[config.mk]
export PLATFORM = sky130hd
export DESIGN_NAME = bank_switch_mapper_with_scanline_irq_core
export DESIGN_NICKNAME = d
export VERILOG_FILES = /design/src/rtl/bsm_pkg.sv /design/src/rtl/bsm_apb.sv /design/src/rtl/bsm_regs.sv /design/src/rtl/bsm_xlate.sv /design/src/rtl/bank_switch_mapper_with_scanline_irq_core.sv
export SDC_FILE = /design/constraint.sdc
export NUM_CORES = 1
export LEC_CHECK = 0
export BUFFER_PORTS_ARGS = -buffer_cell sky130_fd_sc_hd__buf_4
export CORE_AREA = 2 2 156 158
export DETAILED_ROUTE_END_ITERATION = 10
export DIE_AREA = 0 0 158 160
export GPL_TIMING_DRIVEN = 0
export SLEW_MARGIN = 20
export SYNTH_ARGS = -nofsm -noshare
export SYNTH_HDL_FRONTEND = slang
export SYNTH_SLANG_ARGS = --single-unit
[constraint.sdc]
create_clock -name clk -period 5.14 [get_ports clk]
set_clock_uncertainty 0.1 [all_clocks]
set_input_delay 1.028 -clock clk [delete_from_list [all_inputs] [get_ports clk]]
set_output_delay 1.028 -clock clk [all_outputs]
set_load 0.1 [all_outputs]
[src/rtl/bsm_pkg.sv]
// Shared types and constants for the bank switch mapper.
`timescale 1ns / 1ps
`default_nettype none
package bsm_pkg;

  localparam int APB_AW = 3;
  localparam int APB_DW = 32;

  localparam int PRG_MASK_W = 6;
  localparam int CHR_MASK_W = 8;
  localparam int BANK_W     = 8;
  localparam int NUM_BANKS  = 8;
  localparam int MAP_W      = 19;
  localparam int CNT_W      = 9;

  typedef enum logic [1:0] {
    OP_REG_WRITE = 2'd0,
    OP_TICK      = 2'd1,
    OP_PRG       = 2'd2,
    OP_CHR       = 2'd3
  } op_t;

  typedef struct packed {
    op_t         op;
    logic [15:0] cpu_address;
    logic [12:0] ppu_address;
    logic [7:0]  write_data;
  } in_item_t;

  typedef struct packed {
    logic [MAP_W-1:0] mapped_address;
    logic             irq_line;
    logic             mirror_mode;
  } out_item_t;

  typedef struct packed {
    logic [PRG_MASK_W-1:0] prg_mask;
    logic [CHR_MASK_W-1:0] chr_mask;
  } cfg_t;

  // Bank view handed from the register file to the translator.
  typedef struct packed {
    logic                           prg_swap;
    logic                           chr_invert;
    logic [NUM_BANKS-1:0][BANK_W-1:0] banks;
  } map_view_t;

  // Interrupt and mirroring levels as they stand after the current word.
  typedef struct packed {
    logic irq_line;
    logic mirror_mode;
  } status_t;

  localparam logic [NUM_BANKS-1:0][BANK_W-1:0] BANK_RESET = {
    8'd1, 8'd0, 8'd7, 8'd6, 8'd5, 8'd4, 8'd2, 8'd0
  };

  localparam logic [BANK_W-1:0] PRG_SECOND_LAST = 8'hFE;
  localparam logic [BANK_W-1:0] PRG_LAST        = 8'hFF;

endpackage
`default_nettype wire

[src/rtl/bsm_apb.sv]
// APB register block holding the bank size masks.
`timescale 1ns / 1ps
`default_nettype none
module bsm_apb (
  input  wire logic                        clk,
  input  wire logic                        rst,
  input  wire logic                        psel,
  input  wire logic                        penable,
  input  wire logic                        pwrite,
  input  wire logic [bsm_pkg::APB_AW-1:0]  paddr,
  input  wire logic [bsm_pkg::APB_DW-1:0]  pwdata,
  output logic      [bsm_pkg::APB_DW-1:0]  prdata,
  output logic                             pready,
  output bsm_pkg::cfg_t                    cfg
);
  import bsm_pkg::*;

  localparam logic REG_PRG_MASK = 1'b0;
  localparam logic REG_CHR_MASK = 1'b1;

  logic wr_en;

  assign pready = 1'b1;
  assign wr_en  = psel && penable && pwrite && pready;

  always_ff @(posedge clk) begin
    if (rst) begin
      cfg.prg_mask <= '1;
      cfg.chr_mask <= '1;
    end else if (wr_en) begin
      unique case (paddr[2])
        REG_PRG_MASK: cfg.prg_mask <= pwdata[PRG_MASK_W-1:0];
        REG_CHR_MASK: cfg.chr_mask <= pwdata[CHR_MASK_W-1:0];
        default: ;
      endcase
    end
  end

  always_comb begin
    unique case (paddr[2])
      REG_PRG_MASK: prdata = {{(APB_DW-PRG_MASK_W){1'b0}}, cfg.prg_mask};
      REG_CHR_MASK: prdata = {{(APB_DW-CHR_MASK_W){1'b0}}, cfg.chr_mask};
      default:      prdata = '0;
    endcase
  end

endmodule
`default_nettype wire

[src/rtl/bsm_regs.sv]
// Mapper register file and scanline interrupt counter.
`timescale 1ns / 1ps
`default_nettype none
module bsm_regs (
  input  wire logic              clk,
  input  wire logic              rst,
  input  wire logic              fire,
  input  wire bsm_pkg::in_item_t item,
  output bsm_pkg::map_view_t     view,
  output bsm_pkg::status_t       status_next
);
  import bsm_pkg::*;

  // Decode key is {cpu_address[15:13], cpu_address[0]}.
  localparam logic [3:0] DEC_BANK_SELECT = 4'b1000;
  localparam logic [3:0] DEC_BANK_DATA   = 4'b1001;
  localparam logic [3:0] DEC_MIRROR      = 4'b1010;
  localparam logic [3:0] DEC_PRG_RAM     = 4'b1011;
  localparam logic [3:0] DEC_IRQ_LATCH   = 4'b1100;
  localparam logic [3:0] DEC_IRQ_RELOAD  = 4'b1101;
  localparam logic [3:0] DEC_IRQ_DISABLE = 4'b1110;
  localparam logic [3:0] DEC_IRQ_ENABLE  = 4'b1111;

  logic [BANK_W-1:0]                 bank_select, bank_select_next;
  logic [NUM_BANKS-1:0][BANK_W-1:0]  bank_regs, bank_regs_next;
  logic [CNT_W-1:0]                  irq_counter, irq_counter_next;
  logic [7:0]                        irq_reload_value, irq_reload_value_next;
  logic irq_enabled, irq_enabled_next;
  logic irq_asserted, irq_asserted_next;
  logic reload_on_enable, reload_on_enable_next;
  logic direct_load, direct_load_next;
  logic mirror_bit, mirror_bit_next;
  logic [3:0] dec;

  assign dec = {item.cpu_address[15:13], item.cpu_address[0]};

  always_comb begin
    bank_select_next      = bank_select;
    bank_regs_next        = bank_regs;
    irq_counter_next      = irq_counter;
    irq_reload_value_next = irq_reload_value;
    irq_enabled_next      = irq_enabled;
    irq_asserted_next     = irq_asserted;
    reload_on_enable_next = reload_on_enable;
    direct_load_next      = direct_load;
    mirror_bit_next       = mirror_bit;
    case (item.op)
      OP_REG_WRITE: begin
        unique case (dec)
          DEC_BANK_SELECT: bank_select_next = item.write_data;
          DEC_BANK_DATA:   bank_regs_next[bank_select[2:0]] = item.write_data;
          DEC_MIRROR:      mirror_bit_next = item.write_data[0];
          DEC_PRG_RAM: ;
          DEC_IRQ_LATCH: begin
            irq_reload_value_next = item.write_data;
            reload_on_enable_next = !direct_load;
            if (direct_load) begin
              irq_counter_next = {1'b0, item.write_data};
            end
          end
          DEC_IRQ_RELOAD:  irq_counter_next = {1'b0, irq_reload_value};
          DEC_IRQ_DISABLE: begin
            irq_enabled_next  = 1'b0;
            irq_asserted_next = 1'b0;
            direct_load_next  = 1'b1;
          end
          DEC_IRQ_ENABLE: begin
            irq_enabled_next = 1'b1;
            if (reload_on_enable) begin
              irq_counter_next = {1'b0, irq_reload_value};
            end
          end
          default: ;  // below the register window: drop
        endcase
      end
      OP_TICK: begin
        direct_load_next = 1'b0;
        // Stick at -1; raise the line on the step from zero.
        if (!irq_counter[CNT_W-1]) begin
          irq_counter_next = irq_counter - CNT_W'(1);
          if (irq_counter == '0 && irq_enabled) begin
            irq_asserted_next = 1'b1;
          end
        end
      end
      default: ;
    endcase
  end

  always_ff @(posedge clk) begin
    if (rst) begin
      bank_select      <= '0;
      bank_regs        <= BANK_RESET;
      irq_counter      <= '0;
      irq_reload_value <= '0;
      irq_enabled      <= 1'b0;
      irq_asserted     <= 1'b0;
      reload_on_enable <= 1'b0;
      direct_load      <= 1'b0;
      mirror_bit       <= 1'b0;
    end else if (fire) begin
      bank_select      <= bank_select_next;
      bank_regs        <= bank_regs_next;
      irq_counter      <= irq_counter_next;
      irq_reload_value <= irq_reload_value_next;
      irq_enabled      <= irq_enabled_next;
      irq_asserted     <= irq_asserted_next;
      reload_on_enable <= reload_on_enable_next;
      direct_load      <= direct_load_next;
      mirror_bit       <= mirror_bit_next;
    end
  end

  assign view.prg_swap   = bank_select[6];
  assign view.chr_invert = bank_select[7];
  assign view.banks      = bank_regs;

  assign status_next.irq_line    = irq_asserted_next;
  assign status_next.mirror_mode = mirror_bit_next;

endmodule
`default_nettype wire

[src/rtl/bsm_xlate.sv]
// Program and pattern address translation.
`timescale 1ns / 1ps
`default_nettype none
module bsm_xlate (
  input  wire bsm_pkg::in_item_t            item,
  input  wire bsm_pkg::map_view_t           view,
  input  wire bsm_pkg::cfg_t                cfg,
  output logic [bsm_pkg::MAP_W-1:0]         mapped_address
);
  import bsm_pkg::*;

  logic [BANK_W-1:0]     prg_bank;
  logic [PRG_MASK_W-1:0] prg_masked;
  logic [2:0]            slot;
  logic [2:0]            hi_idx;
  logic [BANK_W-1:0]     chr_bank;
  logic [CHR_MASK_W-1:0] chr_masked;

  always_comb begin
    case (item.cpu_address[14:13])
      2'd0:    prg_bank = view.prg_swap ? PRG_SECOND_LAST : view.banks[6];
      2'd1:    prg_bank = view.banks[7];
      2'd2:    prg_bank = view.prg_swap ? view.banks[6] : PRG_SECOND_LAST;
      default: prg_bank = PRG_LAST;
    endcase
    prg_masked = prg_bank[PRG_MASK_W-1:0] & cfg.prg_mask;
  end

  // Swap the 2K and 1K halves when inversion is set.
  assign slot   = item.ppu_address[12:10] ^ {view.chr_invert, 2'b00};
  assign hi_idx = slot - 3'd2;

  always_comb begin
    if (!slot[2]) begin
      chr_bank = {view.banks[{2'b00, slot[1]}][BANK_W-1:1], slot[0]};
    end else begin
      chr_bank = view.banks[hi_idx];
    end
    chr_masked = chr_bank & cfg.chr_mask;
  end

  always_comb begin
    case (item.op)
      OP_PRG: begin
        if (item.cpu_address[15]) begin
          mapped_address = {prg_masked, item.cpu_address[12:0]};
        end else begin
          mapped_address = '0;
        end
      end
      OP_CHR:  mapped_address = {1'b0, chr_masked, item.ppu_address[9:0]};
      default: mapped_address = '0;
    endcase
  end

endmodule
`default_nettype wire

[src/rtl/bank_switch_mapper_with_scanline_irq_core.sv]
// Top level of the bank switch mapper with scanline interrupt counter.
//
//   channel  direction  handshake                  word
//   item     in         item_valid / item_ready    bsm_pkg::in_item_t
//   result   out        result_valid / result_ready bsm_pkg::out_item_t
//   apb      in         psel / penable / pready    mask registers at 0x0, 0x4
//
// One word per cycle sustained while result_ready stays high; each word passes through
// the input register and then the result register.
// Mapper state updates when a word moves from the input register to the result
// register. Reset is synchronous and restores the power-on bank layout.
// A stalled result holds; the input register still takes one more word.
`timescale 1ns / 1ps
`default_nettype none
module bank_switch_mapper_with_scanline_irq_core (
  input  wire logic                       clk,
  input  wire logic                       rst,
  input  wire logic                       item_valid,
  output logic                            item_ready,
  input  wire bsm_pkg::in_item_t          item,
  output logic                            result_valid,
  input  wire logic                       result_ready,
  output bsm_pkg::out_item_t              result,
  input  wire logic                       psel,
  input  wire logic                       penable,
  input  wire logic                       pwrite,
  input  wire logic [bsm_pkg::APB_AW-1:0] paddr,
  input  wire logic [bsm_pkg::APB_DW-1:0] pwdata,
  output logic      [bsm_pkg::APB_DW-1:0] prdata,
  output logic                            pready
);
  import bsm_pkg::*;

  logic             stage_valid;
  in_item_t         stage_item;
  logic             advance;
  cfg_t             cfg;
  map_view_t        view;
  status_t          status_next;
  logic [MAP_W-1:0] mapped_address;

  assign advance    = stage_valid && (!result_valid || result_ready);
  assign item_ready = !stage_valid || advance;

  bsm_apb u_apb (
    .clk     (clk),
    .rst     (rst),
    .psel    (psel),
    .penable (penable),
    .pwrite  (pwrite),
    .paddr   (paddr),
    .pwdata  (pwdata),
    .prdata  (prdata),
    .pready  (pready),
    .cfg     (cfg)
  );

  bsm_regs u_regs (
    .clk         (clk),
    .rst         (rst),
    .fire        (advance),
    .item        (stage_item),
    .view        (view),
    .status_next (status_next)
  );

  bsm_xlate u_xlate (
    .item           (stage_item),
    .view           (view),
    .cfg            (cfg),
    .mapped_address (mapped_address)
  );

  always_ff @(posedge clk) begin
    if (rst) begin
      stage_valid <= 1'b0;
    end else if (item_valid && item_ready) begin
      stage_valid <= 1'b1;
    end else if (advance) begin
      stage_valid <= 1'b0;
    end
  end

  always_ff @(posedge clk) begin
    if (item_valid && item_ready) begin
      stage_item <= item;
    end
  end

  always_ff @(posedge clk) begin
    if (rst) begin
      result_valid <= 1'b0;
    end else if (advance) begin
      result_valid <= 1'b1;
    end else if (result_ready) begin
      result_valid <= 1'b0;
    end
  end

  always_ff @(posedge clk) begin
    if (advance) begin
      result.mapped_address <= mapped_address;
      result.irq_line       <= status_next.irq_line;
      result.mirror_mode    <= status_next.mirror_mode;
    end
  end

`ifndef ASSERT_OFF
  a_stage_hold: assert property (@(posedge clk) disable iff (rst)
    stage_valid && !advance |=> stage_valid && $stable(stage_item))
    else $error("input register lost or changed a waiting word");

  a_no_map_on_ctrl: assert property (@(posedge clk) disable iff (rst)
    advance && (stage_item.op == OP_REG_WRITE || stage_item.op == OP_TICK)
    |=> result.mapped_address == '0)
    else $error("nonzero mapped address for a register write or tick");

  a_result_from_stage: assert property (@(posedge clk) disable iff (rst)
    $rose(result_valid) |-> $past(stage_valid))
    else $error("result appeared without a word in the input register");
`endif

endmodule
`default_nettype wire

Word level (Yosys, flattened, before mapping)
Cells that the tools add are included.
{"block": "classes", "n_reduce_logical": 27, "n_eq_ne": 17, "n_bitwise": 4, "mux": 32, "addsub": 2, "magnitude_cmp": 4}
{"op": "$bwmux 64", "n": 1}
{"op": "$pmux 32 s2", "n": 1}
{"op": "$mux 8", "n": 5}
{"op": "$pmux 19 s2", "n": 1}
{"op": "$eq 4x4->1 const B", "n": 7}
{"op": "$mux 9", "n": 3}
{"op": "$pmux 9 s3", "n": 1}
{"op": "$bmux 8 s3", "n": 1}
{"op": "$demux 8 s3", "n": 1}
{"op": "$mux 19", "n": 1}
{"op": "$pmux 6 s3", "n": 1}
{"op": "$pmux 9 s2", "n": 1}
{"op": "$reduce_and 3->1", "n": 5}
{"op": "$mux 6", "n": 2}
{"op": "$mux 1", "n": 10}
{"op": "$logic_not 9->1", "n": 1}
{"op": "$sub 9x1->9 const B", "n": 1}
{"op": "$and 8x8->8", "n": 1}
{"op": "$lt 3x4->1 const B", "n": 2}
{"op": "$reduce_bool 2->1", "n": 4}
{"op": "$and 6x6->6", "n": 1}
{"op": "$eq 2x2->1 const B", "n": 3}
{"op": "$logic_and 1x1->1", "n": 6}
{"op": "$ne 3x2->1 const B", "n": 2}
{"op": "15 further kinds", "n": 24}
{"block": "totals", "elab_cells": 114, "register_bits": 170, "inputBits": 81, "output_inout_bits": 56}

Logic depth before layout (Yosys ltp)
{"block": "logic_depth", "ltp_word": 7, "ltp_mapped": 7, "mapped_depth_nobuf": 7}

Cells and area by module
A second synthesis with hierarchy kept.
{"block": "hier_totals", "hier_cells": 653, "area_unflattened_um2": 7247.0}
{"module": "bsm_regs", "n_inst": 1, "seq_area_each_um2": 1821.7, "cells_per_inst": 412, "area_per_inst_um2": 3788.6}
{"module": "bank_switch_mapper_with_scanline_irq_core", "n_inst": 1, "seq_area_each_um2": 1841.8, "cells_per_inst": 70, "area_per_inst_um2": 1905.6}
{"module": "bsm_apb", "n_inst": 1, "seq_area_each_um2": 280.3, "cells_per_inst": 90, "area_per_inst_um2": 845.8}
{"module": "bsm_xlate", "n_inst": 1, "seq_area_each_um2": 0.0, "cells_per_inst": 81, "area_per_inst_um2": 706.9}

Least setup slack after synthesis
Ideal clock, no wire load.
{"block": "synth_path", "kind": "in2reg", "startpoint": "input result_ready", "endpoint": "register stage_item[0] (netlist bit), enable pin", "t_arrival_ns": 2.832, "path_buffers": 0, "stages": 3, "required_time_ns": 4.640, "path_slack_ns": 1.808, "setup_ns": 0.400, "cell_sequence": "nor2b_1 -> nand2_1 -> and2_1"}
{"block": "synth_via", "elab_chain_cells": 4}
{"element": "from (decl)", "line_no": "bank_switch_mapper_with_scanline_irq_core.sv:22", "text": "input wire logic result_ready,"}
{"element": "$logic_or 1x1->1", "line_no": "bank_switch_mapper_with_scanline_irq_core.sv:42", "text": "assign advance = stage_valid && (!result_valid || result_ready);"}
{"element": "$logic_and 1x1->1", "line_no": "bank_switch_mapper_with_scanline_irq_core.sv:42"}
{"element": "$logic_or 1x1->1", "line_no": "bank_switch_mapper_with_scanline_irq_core.sv:43", "text": "assign item_ready = !stage_valid || advance;"}
{"element": "net item_ready", "line_no": "bank_switch_mapper_with_scanline_irq_core.sv:19", "text": "output logic item_ready,"}
{"element": "$logic_and 1x1->1", "line_no": "bank_switch_mapper_with_scanline_irq_core.sv:85", "text": "if (item_valid && item_ready) begin"}
{"element": "to (signal assigned)", "line_no": "bank_switch_mapper_with_scanline_irq_core.sv:86", "text": "stage_item <= item;"}
{"element": "to (decl)", "line_no": "bank_switch_mapper_with_scanline_irq_core.sv:35", "text": "in_item_t stage_item;"}
The timed path passes the listed nets, and every way through them passes these cells.
A chain may end at the register's enable or synchronous reset.

Final worst setup path
{"block": "layout_path", "startpoint": "input paddr[2] (netlist bit)", "endpoint": "output prdata[1] (netlist bit)"}
{"block": "layout_via", "elab_chain_cells": 2}
{"element": "from (decl)", "line_no": "bank_switch_mapper_with_scanline_irq_core.sv:27", "text": "input wire logic [bsm_pkg::APB_AW-1:0] paddr,"}
{"element": "$not 1->1", "line_no": "bsm_apb.sv:40", "text": "unique case (paddr[2])"}
{"element": "$pmux 32 s2 *", "line_no": "bsm_apb.sv:40"}
{"element": "to (decl)", "line_no": "bank_switch_mapper_with_scanline_irq_core.sv:29", "text": "output logic [bsm_pkg::APB_DW-1:0] prdata,"}
Every way passes the cells marked *; elsewhere a longest branch is shown, timed or not. The select of a mux whose other input is x is not followed.

==> run metrics <==
Critical Path RT between 4000 and 5000 ps; routability congestion estimate from global placement roughly 0.83; Static Leak 0.00331 uW; placed cell count about 1100; final instance area roughly 0.0087 mm2; Reg clk slew, reported paths around 60 ps; area of placed instances around 0.0081 mm2; vias per std cell 4.69; Fill cells approximately 2400; register bit total from synthesis 161; Setup crit start kind primary input; initial cell density of the core between 20 and 30%; first-pass GRT wire length between 20000 and 30000 um; Post-DP HPWL 12700 um; final core utilization between 30 and 40%; Final Routed Wirelength about 18000 um; Root Buffer clkbuf_16; shortest period the worst path allows approximately 3200 ps; Tightest Hold Check Type flip-flop to flip-flop; Synth Flop Type dfxtp_1; ANT nets after route 0; Area contributors post-synth dfxtp_1, edfxtp_1, mux2i_1, nor2_1, nand2_1; top-area cell type share of the netlist area 29.0%; CTS sink count 161; CTS Buffer Depth 2; DR WL/cell ~16 um; fraction of layout cells with a size suffix above 1 ~22%; Pre-antenna DRT Iters 5; Achievable Freq 0.309 GHz; Post-Synthesis Cells about 650; status completed; Syn-to-layout area delta 24.8%; CTS tree yes; Core Rows between 50 and 60; Final Max Slew Viols 0; die area roughly 0.025 mm2; DRT iter0 DRCs around 340; PwrDens 347 mW/mm2; Tightest Pin Transition around 1000 ps; Post-synth EDFFs 60; maxcap violations 0; Tcrit/Tclk final approximately 63%; VDD IR max ~0.15 mV; DIE HEIGHT ~160 um; Core Footprint 0.0238 mm2; yosys warns 0; HP Start u_regs.irq_asserted$_SDFFE_PP0P_; hold-fix buffers at CTS 0; TritonCTS buffer count 17; vias in the first global route about 5000; Crit. Startpoint paddr[2]; r2r startpoint stage_valid$_SDFFE_PP0P_; critical-path maximum fanout 10; Post-route DRC 0; largest area contributor in the netlist dfxtp_1; Arrival @ worst endpoint around 2100 ps; H-tree level count 4; setup bufs post-CTS 0; Final Net Count 858; GR Util All Layers around 14%; headroom to the max-slew limit 30.6%; Die Wd between 150 and 200 um; kind of critical path primary input to output port; antenna cells 0; Final Hold Vio Count 0; Syn Area/Cell about 11 um2; Total Neg Setup Slack 0 ps; RSZ-0062 raised after global routing no; Synth async-reset ratio 0%; top-level port count around 140; IO buf count between 80 and 90; cts repair resizes 0; Final Setup Violations 0; GR Overflow Total 0; Critical Path Sink Type output port; clock latency on the worst-skew pair 430 ps; Seq/Total Area, Yosys a little over half; Final Instance Count excl. Fillers 1113; Distinct cells, synth 55; number of antenna violations at the first check in global routing 0; largest net degree at the start of global routing 29; via count between 5000 and 6000; Mapped Area ~0.0070 mm2
## worst max-delay path: stages
cell      delay [ps]
buf_4             80
clkbuf_1         360
mux2_2           400
buf_4            230
## area by class of cell
cell class / count / area, um2 / area share [%]
Timing Repair Buffer: 85 / 651 / 7.48
Sequential cell: 161 / 3820 / 44.0
Tap cell: 324 / 405 / 4.66
Clock inverter: 15 / 158 / 1.81
Clock buffer: 17 / 425 / 4.89
Buffer: 69 / 359 / 4.13
Inverter: 5 / 18.8 / 0.216
Multi-Input combinational cell: 437 / 2860 / 32.8
## per-layer routing
layer / routed length, um / track usage (%)
met1: 8060 / 18.9
met2: 8530 / 23.3
met3: 1010 / 3.42
met4: 226 / 4.46
met5: 0 / 0
## synthesized netlist by cell type (4+ instances only)
master	count
dfxtp_1	101
a22o_1	10
nor3_1	6
nor2b_1	20
inv_1	4
o22ai_1	5
nand4_1	5
o21ai_0	34
a21oi_1	33
nand3b_1	8
and2_1	6
nand3_1	13
nor2_4	4
buf_2	5
buf_4	25
clkbuf_1	36
edfxtp_1	60
mux2_2	8
nor2_1	72
nand2b_1	10
mux2i_1	61
o211ai_1	6
o2111ai_1	5
mux4_2	7
nand2_1	51
a211o_1	15
## cells in the final DEF (no fill, tap or decap), types with 3 or more instances in the layout
master       n
mux4_2       7
nand3_1     13
clkbuf_1    36
o2111ai_1    5
mux2i_1     61
edfxtp_1    60
buf_2        5
nor2_4       4
nor2_1      72
buf_1        3
o21ai_0     34
inv_1        4
clkbuf_16   17
o211ai_1     6
buf_4      109
dfxtp_1    101
a22o_1      10
a32o_1       3
mux2_2       8
nor3_1       6
nand3b_1     8
nor2b_1     20
clkinv_4     3
and2_1       5
nand2_1     51
o22ai_1      5
a21oi_1     33
inv_6        3
a211o_1     15
nand2b_1    10
clkinv_2     3
conb_1      25
nand4_1      5
## per-stage QoR
| step | hold slack [ps] | total power [uW] | setup slack (ps) |
|---|---|---|---|
| after global routing | 402 | 3120 | 1750 |
| after global placement | 344 | 1790 | 1500 |
| after CTS | 364 | 3040 | 1890 |
| final | 359 | 3020 | 1900 |
| after floorplan | 332 | 1690 | 1810 |
| after detailed placement | 354 | 1790 | 1440 |
## final timing paths
path,cells past startpoint,endpoint,slack [ps]
worst max-delay path,4,prdata[1],1900
worst min-delay path,2,u_regs.irq_asserted$_SDFFE_PP0P_,360
worst max register to register,6,u_regs.bank_select[0]$_SDFFE_PP0P_,2410
worst min register to register,2,u_regs.irq_asserted$_SDFFE_PP0P_,360
## state kept, by name (all words and copies together), names as in the netlist
register                 cells
u_regs.irq_asserted          1
u_regs.irq_counter           9
u_regs.irq_enabled           1
stage_item                  39
u_regs.view                 58
u_regs.irq_reload_value      8
u_regs.bank_select           5
u_apb.cfg                   14
u_regs.mirror_bit            1
stage_valid                  1
result                      21
u_regs.direct_load           1
u_regs.reload_on_enable      1
result_valid                 1
## cell families (layout without fill, tap and decap cells)
family,Yosys count,after routing,synth area share [%]
DFF,161,161,54.9
buffers and inverters,74,191,5.42
muxes,76,76,12.3
other,2,25,0.108
and+or+nand+nor,211,211,15.5
xor gates and xnor gates,2,2,0.251
AOI/OAI and AO/OA,122,122,11.4
adders and majority gates,1,1,0.180
## where the power goes
part,internal [uW],switching (uW),total (uW)
clock,719,535,1250
sequential,1360,19.3,1380
combinational,101,282,382
No activity file was read; power rests on OpenSTA's default activity.
